[config.mk]
export PLATFORM = sky130hd
export DESIGN_NAME = button_debounce_edge_latch_top_flat
export DESIGN_NICKNAME = d
export VERILOG_FILES = /design/src/sv/dbe_pkg.sv /design/src/sv/dbe_if.sv /design/src/sv/dbe_in_stage.sv /design/src/sv/dbe_filter.sv /design/src/sv/button_debounce_edge_latch_top.sv /design/src/flat_wrapper.sv
export SDC_FILE = /design/constraint.sdc
export NUM_CORES = 1
export LEC_CHECK = 0
export BUFFER_PORTS_ARGS = -buffer_cell sky130_fd_sc_hd__buf_4
export CAP_MARGIN = 10
export CORE_UTILIZATION = 45
export DETAILED_ROUTE_END_ITERATION = 8
export PLACE_DENSITY = 0.62
export RECOVER_POWER = 25
export SLEW_MARGIN = 10
export SYNTH_ARGS = -nofsm -noshare
export SYNTH_HDL_FRONTEND = slang
export SYNTH_SLANG_ARGS = --single-unit
[constraint.sdc]
create_clock -name i_clk -period 3.3 [get_ports i_clk]
set_clock_uncertainty 0.05 [all_clocks]
set_input_delay 0.66 -clock i_clk [delete_from_list [all_inputs] [get_ports i_clk]]
set_output_delay 0.66 -clock i_clk [all_outputs]
set_load 0.01 [all_outputs]
[src/sv/dbe_pkg.sv]
// ----------------------------------------------------------------------------
// dbe_pkg: shared types and constants for the button debounce block
// Holds the history depth, field widths and the poll and result item types.
// ----------------------------------------------------------------------------
package dbe_pkg;

    // number of samples a button must agree on before the held bit changes
    localparam int HISTORY_DEPTH = 3;
    localparam int SLOT_W        = (HISTORY_DEPTH > 1) ? $clog2(HISTORY_DEPTH) : 1;
    localparam int BTN_W         = 8;

    localparam logic [BTN_W-1:0] MASK_RESET = 8'hFF;
    localparam logic [BTN_W-1:0] RAW_RESET  = 8'hFF;

    // one poll item as held in the input register
    typedef struct packed {
        logic             poll_valid;
        logic [BTN_W-1:0] raw_gpio;
        logic             read_ok;
        logic             prime;
        logic             take_pressed;
        logic             take_released;
    } t_poll;

    // one result item
    typedef struct packed {
        logic [BTN_W-1:0] held;
        logic [BTN_W-1:0] pressed_edges;
        logic [BTN_W-1:0] released_edges;
        logic [BTN_W-1:0] raw_last;
        logic             online;
    } t_result;

endpackage

[src/sv/dbe_if.sv]
// ----------------------------------------------------------------------------
// dbe_poll_if / dbe_result_if: valid-ready channels of the debounce block
// The poll channel carries one raw port read, the result channel one report.
// ----------------------------------------------------------------------------
interface dbe_poll_if;
    logic       valid;
    logic       ready;
    logic       poll_valid;
    logic [7:0] raw_gpio;
    logic       read_ok;
    logic       prime;
    logic       take_pressed;
    logic       take_released;

    modport source (output valid, output poll_valid, output raw_gpio, output read_ok,
                    output prime, output take_pressed, output take_released,
                    input ready);
    modport sink   (input valid, input poll_valid, input raw_gpio, input read_ok,
                    input prime, input take_pressed, input take_released,
                    output ready);
endinterface

interface dbe_result_if;
    logic       valid;
    logic       ready;
    logic [7:0] held;
    logic [7:0] pressed_edges;
    logic [7:0] released_edges;
    logic [7:0] raw_last;
    logic       online;

    modport source (output valid, output held, output pressed_edges,
                    output released_edges, output raw_last, output online,
                    input ready);
    modport sink   (input valid, input held, input pressed_edges,
                    input released_edges, input raw_last, input online,
                    output ready);
endinterface

[src/sv/dbe_in_stage.sv]
// ----------------------------------------------------------------------------
// dbe_in_stage: input register of the debounce block
// Captures one poll transfer and holds it until the filter stage takes it.
// ----------------------------------------------------------------------------
module dbe_in_stage
    import dbe_pkg::*;
(
    input  logic         i_clk,
    input  logic         i_rst_n,
    dbe_poll_if.sink     i_poll,
    input  logic         i_advance,
    output logic         o_valid,
    output t_poll        o_item
);

    logic  r_valid;
    logic  n_valid;
    t_poll r_item;
    logic  w_take;

    // free slot, or the held item leaves this cycle
    assign i_poll.ready = !r_valid || i_advance;
    assign w_take       = i_poll.valid && i_poll.ready;

    // valid flag
    always_comb begin
        n_valid = r_valid;
        if (w_take) begin
            n_valid = 1'b1;
        end else if (i_advance) begin
            n_valid = 1'b0;
        end
    end

    always_ff @(posedge i_clk) begin
        if (!i_rst_n) begin
            r_valid <= 1'b0;
        end else begin
            r_valid <= n_valid;
        end
    end

    // payload capture
    always_ff @(posedge i_clk) begin
        if (w_take) begin
            r_item.poll_valid    <= i_poll.poll_valid;
            r_item.raw_gpio      <= i_poll.raw_gpio;
            r_item.read_ok       <= i_poll.read_ok;
            r_item.prime         <= i_poll.prime;
            r_item.take_pressed  <= i_poll.take_pressed;
            r_item.take_released <= i_poll.take_released;
        end
    end

    assign o_valid = r_valid;
    assign o_item  = r_item;

endmodule

[src/sv/dbe_filter.sv]
// ----------------------------------------------------------------------------
// dbe_filter: debounce filter, edge latches and result register
// Updates sample ring, held state, latches: a poll per cycle unless stalled.
// ----------------------------------------------------------------------------
module dbe_filter
    import dbe_pkg::*;
(
    input  logic             i_clk,
    input  logic             i_rst_n,
    input  logic             i_cfg_we,
    input  logic [BTN_W-1:0] i_cfg_wdata,
    input  logic             i_valid,
    input  t_poll            i_item,
    output logic             o_advance,
    dbe_result_if.source     o_result
);

    logic [BTN_W-1:0]  r_mask;
    logic [BTN_W-1:0]  r_hist [HISTORY_DEPTH];
    logic [BTN_W-1:0]  n_hist [HISTORY_DEPTH];
    logic [SLOT_W-1:0] r_slot;
    logic [SLOT_W-1:0] n_slot;
    logic [BTN_W-1:0]  r_held;
    logic [BTN_W-1:0]  n_held;
    logic [BTN_W-1:0]  r_pressed;
    logic [BTN_W-1:0]  n_pressed;
    logic [BTN_W-1:0]  r_released;
    logic [BTN_W-1:0]  n_released;
    logic [BTN_W-1:0]  r_raw;
    logic [BTN_W-1:0]  n_raw;
    logic              r_link;
    logic              n_link;
    logic              r_out_valid;
    logic              n_out_valid;
    t_result           r_res;
    t_result           n_res;

    logic [BTN_W-1:0]  w_sample;
    logic [BTN_W-1:0]  w_all;
    logic [BTN_W-1:0]  w_any;
    logic [BTN_W-1:0]  w_filt;
    logic              w_step;

    // stage moves when the result register is free or being drained
    assign o_advance = !r_out_valid || o_result.ready;
    assign w_step    = i_valid && o_advance;
    assign w_sample  = ~i_item.raw_gpio & r_mask;

    // ring with the new sample written at the current slot
    always_comb begin
        for (int i = 0; i < HISTORY_DEPTH; i++) begin
            if (r_slot == SLOT_W'(i)) begin
                n_hist[i] = w_sample;
            end else begin
                n_hist[i] = r_hist[i];
            end
        end
    end

    // agreement across all ring entries
    always_comb begin
        w_all = '1;
        w_any = '0;
        for (int i = 0; i < HISTORY_DEPTH; i++) begin
            w_all = w_all & n_hist[i];
            w_any = w_any | n_hist[i];
        end
        w_filt = (r_held & w_any) | w_all;
    end

    // next state and result
    always_comb begin
        n_slot      = r_slot;
        n_held      = r_held;
        n_pressed   = r_pressed;
        n_released  = r_released;
        n_raw       = r_raw;
        n_link      = r_link;
        n_out_valid = r_out_valid;
        n_res       = r_res;
        if (o_result.valid && o_result.ready) begin
            n_out_valid = 1'b0;
        end
        if (w_step) begin
            if (i_item.poll_valid) begin
                if (i_item.prime) begin
                    n_slot     = '0;
                    n_pressed  = '0;
                    n_released = '0;
                    n_link     = i_item.read_ok;
                    n_held     = i_item.read_ok ? w_sample : '0;
                    if (i_item.read_ok) begin
                        n_raw = i_item.raw_gpio;
                    end
                end else if (i_item.read_ok) begin
                    n_link     = 1'b1;
                    n_raw      = i_item.raw_gpio;
                    n_held     = w_filt;
                    n_pressed  = r_pressed | (w_filt & ~r_held);
                    n_released = r_released | (r_held & ~w_filt);
                    n_slot     = (r_slot == SLOT_W'(HISTORY_DEPTH - 1)) ? '0 : r_slot + 1'b1;
                end else begin
                    n_link = 1'b0;
                end
            end
            // report before the take flags clear the latches
            n_res.held           = n_held;
            n_res.pressed_edges  = n_pressed;
            n_res.released_edges = n_released;
            n_res.raw_last       = n_raw;
            n_res.online         = n_link;
            n_out_valid          = 1'b1;
            if (i_item.take_pressed) begin
                n_pressed = '0;
            end
            if (i_item.take_released) begin
                n_released = '0;
            end
        end
    end

    // control state
    always_ff @(posedge i_clk) begin
        if (!i_rst_n) begin
            r_mask      <= MASK_RESET;
            r_slot      <= '0;
            r_held      <= '0;
            r_pressed   <= '0;
            r_released  <= '0;
            r_raw       <= RAW_RESET;
            r_link      <= 1'b0;
            r_out_valid <= 1'b0;
        end else begin
            if (i_cfg_we) begin
                r_mask <= i_cfg_wdata;
            end
            r_slot      <= n_slot;
            r_held      <= n_held;
            r_pressed   <= n_pressed;
            r_released  <= n_released;
            r_raw       <= n_raw;
            r_link      <= n_link;
            r_out_valid <= n_out_valid;
        end
    end

    // sample ring
    always_ff @(posedge i_clk) begin
        if (!i_rst_n) begin
            for (int i = 0; i < HISTORY_DEPTH; i++) begin
                r_hist[i] <= '0;
            end
        end else if (w_step && i_item.poll_valid && i_item.read_ok) begin
            for (int i = 0; i < HISTORY_DEPTH; i++) begin
                r_hist[i] <= i_item.prime ? w_sample : n_hist[i];
            end
        end
    end

    // result register
    always_ff @(posedge i_clk) begin
        r_res <= n_res;
    end

    assign o_result.valid          = r_out_valid;
    assign o_result.held           = r_res.held;
    assign o_result.pressed_edges  = r_res.pressed_edges;
    assign o_result.released_edges = r_res.released_edges;
    assign o_result.raw_last       = r_res.raw_last;
    assign o_result.online         = r_res.online;

    // ring slot stays inside the ring
    a_slot_range: assert property (@(posedge i_clk) disable iff (!i_rst_n)
        r_slot <= SLOT_W'(HISTORY_DEPTH - 1))
        else $error("history slot out of range");

    // a prime reports no latched edges
    a_prime_clears: assert property (@(posedge i_clk) disable iff (!i_rst_n)
        w_step && i_item.poll_valid && i_item.prime
        |=> r_res.pressed_edges == '0 && r_res.released_edges == '0)
        else $error("prime left edges latched");

    // a failed read reports the link down
    a_fail_offline: assert property (@(posedge i_clk) disable iff (!i_rst_n)
        w_step && i_item.poll_valid && !i_item.read_ok |=> !r_res.online)
        else $error("failed read reported online");

    // a successful prime reports held equal to its masked sample
    a_prime_held: assert property (@(posedge i_clk) disable iff (!i_rst_n)
        w_step && i_item.poll_valid && i_item.prime && i_item.read_ok
        |=> r_res.held == $past(w_sample))
        else $error("prime held mismatch");

endmodule

[src/sv/button_debounce_edge_latch_top.sv]
// ----------------------------------------------------------------------------
// button_debounce_edge_latch_top: eight-button debounce with edge latches
// Filters active-low button reads and reports held state and latched edges.
// ----------------------------------------------------------------------------
// Accepts one poll transfer per clock and returns exactly one result transfer
// for each. Each poll passes the input register, then filter logic into the
// result register, on its way to a result transfer. The filter state
// update is combinational AND/OR logic over the three-entry sample ring,
// so polls may arrive every cycle; only a stalled result channel holds off
// input once both registers are full. Write button_mask only while no poll
// is in flight.
module button_debounce_edge_latch_top
    import dbe_pkg::*;
(
    input  logic         i_clk,
    input  logic         i_rst_n,
    input  logic         i_cfg_we,
    input  logic [7:0]   i_cfg_wdata,
    dbe_poll_if.sink     i_poll,
    dbe_result_if.source o_result
);

    logic  w_valid;
    logic  w_advance;
    t_poll w_item;

    // input register
    dbe_in_stage u_in_stage (
        .i_clk     (i_clk),
        .i_rst_n   (i_rst_n),
        .i_poll    (i_poll),
        .i_advance (w_advance),
        .o_valid   (w_valid),
        .o_item    (w_item)
    );

    // filter, latches and result register
    dbe_filter u_filter (
        .i_clk       (i_clk),
        .i_rst_n     (i_rst_n),
        .i_cfg_we    (i_cfg_we),
        .i_cfg_wdata (i_cfg_wdata),
        .i_valid     (w_valid),
        .i_item      (w_item),
        .o_advance   (w_advance),
        .o_result    (o_result)
    );

endmodule

[src/flat_wrapper.sv]
// flat-port wrapper written by rule: the top's interface ports become plain ports
module button_debounce_edge_latch_top_flat import dbe_pkg::*;
  (i_clk, i_rst_n, i_cfg_we, i_cfg_wdata, i_poll_valid, i_poll_poll_valid, i_poll_raw_gpio, i_poll_read_ok, i_poll_prime, i_poll_take_pressed, i_poll_take_released, i_poll_ready, o_result_valid, o_result_held, o_result_pressed_edges, o_result_released_edges, o_result_raw_last, o_result_online, o_result_ready);
  dbe_poll_if i_poll_i ();
  dbe_result_if o_result_i ();
  input  logic i_clk;
  input  logic i_rst_n;
  input  logic i_cfg_we;
  input  logic [7:0] i_cfg_wdata;
  input wire logic [$bits(i_poll_i.valid)-1:0] i_poll_valid;
  input wire logic [$bits(i_poll_i.poll_valid)-1:0] i_poll_poll_valid;
  input wire logic [$bits(i_poll_i.raw_gpio)-1:0] i_poll_raw_gpio;
  input wire logic [$bits(i_poll_i.read_ok)-1:0] i_poll_read_ok;
  input wire logic [$bits(i_poll_i.prime)-1:0] i_poll_prime;
  input wire logic [$bits(i_poll_i.take_pressed)-1:0] i_poll_take_pressed;
  input wire logic [$bits(i_poll_i.take_released)-1:0] i_poll_take_released;
  output wire logic [$bits(i_poll_i.ready)-1:0] i_poll_ready;
  output wire logic [$bits(o_result_i.valid)-1:0] o_result_valid;
  output wire logic [$bits(o_result_i.held)-1:0] o_result_held;
  output wire logic [$bits(o_result_i.pressed_edges)-1:0] o_result_pressed_edges;
  output wire logic [$bits(o_result_i.released_edges)-1:0] o_result_released_edges;
  output wire logic [$bits(o_result_i.raw_last)-1:0] o_result_raw_last;
  output wire logic [$bits(o_result_i.online)-1:0] o_result_online;
  input wire logic [$bits(o_result_i.ready)-1:0] o_result_ready;
  assign i_poll_i.valid = i_poll_valid;
  assign i_poll_i.poll_valid = i_poll_poll_valid;
  assign i_poll_i.raw_gpio = i_poll_raw_gpio;
  assign i_poll_i.read_ok = i_poll_read_ok;
  assign i_poll_i.prime = i_poll_prime;
  assign i_poll_i.take_pressed = i_poll_take_pressed;
  assign i_poll_i.take_released = i_poll_take_released;
  assign i_poll_ready = i_poll_i.ready;
  assign o_result_valid = o_result_i.valid;
  assign o_result_held = o_result_i.held;
  assign o_result_pressed_edges = o_result_i.pressed_edges;
  assign o_result_released_edges = o_result_i.released_edges;
  assign o_result_raw_last = o_result_i.raw_last;
  assign o_result_online = o_result_i.online;
  assign o_result_i.ready = o_result_ready;
  button_debounce_edge_latch_top u_core (.i_clk(i_clk), .i_rst_n(i_rst_n), .i_cfg_we(i_cfg_we), .i_cfg_wdata(i_cfg_wdata), .i_poll(i_poll_i), .o_result(o_result_i));
endmodule
; ---- Yosys cells after proc, flatten, opt, wreduce, memory -nomap -nowiden
; Memory sizes are Yosys's and may differ from the RTL's.
; Index checks and enable logic that the tools add are counted.
[totals]
regBits = 91
wordCells = 92
inputBits = 26
mem_bits_rw = 24
memories = 1
output_inout_bits = 35
[mem_list]
columns = name, words, word_bits, rd, rd_ports_with_merged_regs, write_ports, line_no
row1 = u_core.u_filter.r_hist, 3, 8, 3, 0, 3, dbe_filter.sv:19  ; logic [BTN_W-1:0] r_hist [HISTORY_DEPTH];
[classes]
addsub = 1
n_mux = 37
n_bitwise = 17
eq_ne = 2
n_reduce_logical = 14
[ops]
columns = cell, count
row1 = $mux W8, 23
row2 = $and A8 B8 Y8, 6
row3 = $or A8 B8 Y8, 5
row4 = $not A8 Y8, 3
row5 = $mux W1, 11
row6 = $mux W2, 3
row7 = $reduce_bool A2 Y1, 3
row8 = $logic_and A1 B1 Y1, 5
row9 = $or A1 B1 Y1, 3
row10 = $reduce_and A3 Y1, 1
row11 = $add A2 B1 Y2 const B, 1
row12 = $eq A2 B1 Y1 const B, 1
row13 = $eq A2 B2 Y1 const B, 1
row14 = $logic_not A1 Y1, 2
row15 = $logic_not A2 Y1, 1
row16 = $logic_or A1 B1 Y1, 2

; ---- Longest topological paths before layout
[depth]
ltp_word = 14
mapped_depth = 8
mapped_depth_nobuf = 6

; ---- Modules after synthesis
; Synthesis repeated with hierarchy kept, for this count alone.
[unflattened]
hier_cells = 580
hier_area_um2 = 5739.3
[by_module_without_submodules]
columns = module, cells_each, n_inst, area_per_inst_um2, seq_area_each_um2
row1 = dbe_filter, 562, 1, 5291.3, 2592.5
row2 = dbe_in_stage, 18, 1, 447.9, 410.4

; ---- Least setup slack after synthesis
; OpenSTA, ideal clock, no wires.
[synth_path]
path_type = input to register
startpoint = input port o_result_ready
endpoint = memory u_core.u_filter.r_hist[0][0], enable pin
n_path_buf = 1
setup_time_ps = 421
slack_ps = 452
path_stages = 4
arrival_time_ps = 2377
required_time_ps = 2829
path_cell_list = nand2b_1 > nand2_1 > buf_2 > o21ai_1
[synth_rtl]
columns = item, line_no
row1 = start: declaration, flat_wrapper.sv:24  ; input wire logic [$bits(o_result_i.ready)-1:0] o_result_ready;
row2 = end: declaration, dbe_filter.sv:19

==> flow_summary_export.csv <==
group,metric,value,unit
drt,wl,15100,um
drt,drt_iter0_drc,389,
clocking,cts_setup_buffers,0,
timing,worstMarginPinSlew,1.05,ns
place,dp_slack,0.996,ns
die,fp-row-count,40,
setup_path,worstPathMaxFanout,18,
grt,use_met3,0.0529,
grt,antenna_found_initial,0,
place,port_buffers,60,
clocking,clkTransAtPathRegs,0.05,ns
place,place_congestion,0.851,
die,io_pins,61,
power_and_ir_drop,ir_drop,264,uV
setup_path,arrival,2.69,ns
synthesis,ys_types,59,
finish,finish.utilization,0.562,
setup_path,cp-start-kind,"primary input",
timing,holdWs,0.391,ns
finish,diodes,0,
grt,grt_max_degree,39,
setup_path,slowest_stage,"clkbuf_1",
setup_path,r2r_slack,0.86,ns
synthesis,synth_enable_flop_cells,70,
timing,setup_viol,0,
timing,slew_violations,0,
drt,ant_nets,0,
finish,nNetsFinal,668,
die,die_h,115,um
synthesis,synth.area.top_cells,"edfxtp_1 (37%), dfxtp_1 (16%), nand2_1 (4.3%), nor2_1 (4.3%), a21oi_1 (2.9%)",
power_and_ir_drop,p_leak,2.52,nW
timing,max_slew_margin,0.302,
finish,drive_gt1_frac,0.171,
clocking,ctsRootBufferMaster,"clkbuf_16",
synthesis,avgSynthCellArea,9.67,um^2
timing,period_minus_slack,2.50,ns
synthesis,synth_nets,616,
clocking,cts_tree,"yes",
grt,use_met1,0.316,
timing,fin_setup_tns,0,ns
clocking,htreeDepth,4,
drt,drt-wirelength-per-cell,18.4,um
timing,clock.fmax,0.400,GHz
drt,firstDrtPassIters,5,
grt,track_usage,0.248,
synthesis,yosysWarningCount,0,
clocking,post_cts_resized,0,
clocking,clk_latency,0.42,ns
die,start_util,0.467,
timing,final-hold-violation-count,0,
die,coreArea,12200,um^2
timing,setup_ws,0.799,ns
grt,grt_overflow,0,
clocking,postCtsHoldBufs,0,
setup_path,cp_cell_sequence,"clkbuf_1 -> nand2b_1 -> nand2_1 -> clkinv_1 -> clkbuf_1 -> nand3_1 -> buf_4 -> a211oi_1",
synthesis,netlist_instances,590,
die,die_area,13100,um^2
die,die_w,115,um
setup_path,critPathMaxStageDelay,0.77,ns
drt,vias,4882,
synthesis,syn-cell-area,5710,um^2
grt,grt_pass1_vias,4775,
timing,min_period_over_period,0.758,
place,place_hpwl,10500,um
synthesis,async_reset_ff_frac,0,
setup_path,crit_top_cell,"clkbuf_1",
grt,grt_util_met2,0.396,
setup_path,path_class,"in2reg",
grt,grt_pass1_wl,24600,um
synthesis,yosys.area.top_type_share,0.368,
finish,stdcell_count,822,
setup_path,cp-end-kind,"flip-flop",
synthesis,synth_ff_type,"edfxtp_1",
synthesis,synth_top_cell_by_area,"edfxtp_1",
synthesis,ys_seq_area_frac,0.526,
power_and_ir_drop,p_per_area,545,nW/um^2
setup_path,cp.required,3.49,ns
drt,drc,0,
finish,area_growth_syn_to_layout,20.3,%
status,outcome,"completed",
drt,via_per_inst,5.94,
synthesis,ys_ff_latch,115,
grt,top_usage_layer,"met2",
clocking,cts_buffer_depth,2,
setup_path,crit_buf_inv,4,
clocking,cts_buffers,17,
setup_path,path_delay_family,"buffers and inverters",
clocking,cts.sinks,115,
place,dp.cells,791,
timing,rsz0062_at_grt,"no",
job,drv_cap,0,
min_path,hp-class,"in2reg",
metrics by stage:
stage	area [um^2]	total power, mW
floorplan	5710	1.85
global placement	6300	1.98
detailed placement	6300	1.99
CTS	6880	3.77
global route	6860	3.87
finish	6860	3.74
cell families after synthesis:
| family | Yosys count | share of synthesized area |
|---|---|---|
| multiplexers | 16 | 0.0292 |
| AND/OR/NAND/NOR | 239 | 0.202 |
| buffers and inverters | 55 | 0.0419 |
| flip-flops | 115 | 0.526 |
| AO/OA/AOI/OAI | 165 | 0.201 |
sequential cells by signal, summed over array words and instances, names as in the netlist:
| register | flops |
|---|---|
| u_core.u_filter.r_hist | 24 |
| u_core.u_in_stage.o_item | 13 |
| u_core.u_filter.r_pressed | 8 |
| u_core.u_filter.o_result.pressed_edges | 8 |
| u_core.u_filter.o_result.raw_last | 8 |
| u_core.u_filter.r_link | 1 |
| u_core.u_filter.o_result.online | 1 |
| u_core.u_in_stage.o_valid | 1 |
| u_core.u_filter.r_mask | 8 |
| u_core.u_filter.o_result.valid | 1 |
| u_core.u_filter.r_released | 8 |
| u_core.u_filter.o_result.released_edges | 8 |
| u_core.u_filter.r_slot | 2 |
| u_core.u_filter.r_raw | 8 |
| u_core.u_filter.r_held | 8 |
| u_core.u_filter.o_result.held | 8 |
cell type report:
cell class	instances	area [um^2]
fill	1096	5350
sequential	115	3000
multi-input combinational	420	2470
timing repair buffer	77	567
clock buffer	25	495
tap	168	210
clock inverter	6	77.6
inverter	11	41.3
layout by cell type, fill, tap and decap left out, types with 3 or more instances in the layout:
master | synthesis | final
edfxtp_1 | 70 | 70
nand2_1 | 66 | 66
nor2_1 | 65 | 65
buf_4 | 1 | 61
dfxtp_1 | 45 | 45
a21oi_1 | 33 | 33
o21ai_0 | 24 | 24
nor3_1 | 20 | 20
clkbuf_16 | 0 | 17
nand2b_1 | 16 | 16
nand3_1 | 16 | 16
a31oi_1 | 16 | 16
nor2b_1 | 15 | 15
mux2i_1 | 13 | 13
clkbuf_4 | 0 | 13
a211oi_1 | 11 | 11
o21a_1 | 10 | 10
and2_1 | 9 | 9
inv_1 | 10 | 9
nor3b_1 | 9 | 9
a21o_1 | 8 | 8
o22a_1 | 8 | 8
nand4_1 | 7 | 7
a21boi_0 | 7 | 7
clkbuf_1 | 28 | 7
o211ai_1 | 5 | 5
o32a_1 | 4 | 4
or3_1 | 4 | 4
and3_1 | 4 | 4
a31o_2 | 4 | 4
a41oi_1 | 4 | 4
o41ai_1 | 4 | 4
clkbuf_8 | 0 | 4
clkinv_1 | 0 | 3
a32oi_1 | 3 | 3
o31ai_1 | 3 | 3
Yosys cell counts (11+ instances only):
cell type  count
a211oi_1      11
a21oi_1       33
a31oi_1       16
clkbuf_1      28
dfxtp_1       45
edfxtp_1      70
mux2i_1       13
nand2_1       66
nand2b_1      16
nand3_1       16
nor2_1        65
nor2b_1       15
nor3_1        20
o21ai_0       24
worst paths after layout:
check,start,end,cells past startpoint
setup / recovery,o_result_ready,u_core.u_filter.r_hist[0][7],8
hold reg to reg,u_core.u_filter.r_pressed[7],u_core.u_filter.r_pressed[7],2
setup reg to reg,u_core.u_filter.o_result.valid,u_core.u_filter.r_hist[0][7],7
hold / removal,i_poll_raw_gpio[1],u_core.u_in_stage.o_item[5],1
routing by layer:
metal | share of wire | vias to the layer above
li1 | - | 2283
met1 | 0.44 | 2374
met2 | 0.47 | 178
met3 | 0.054 | 47
met4 | 0.033 | 0
met5 | 0 | -
power by group:
part	total [mW]	switching, mW	internal, mW
Clock	1.78	0.603	1.18
Sequential	1.63	0.0453	1.59
Combinational	0.327	0.205	0.123
No activity file was read; power rests on OpenSTA's default activity.
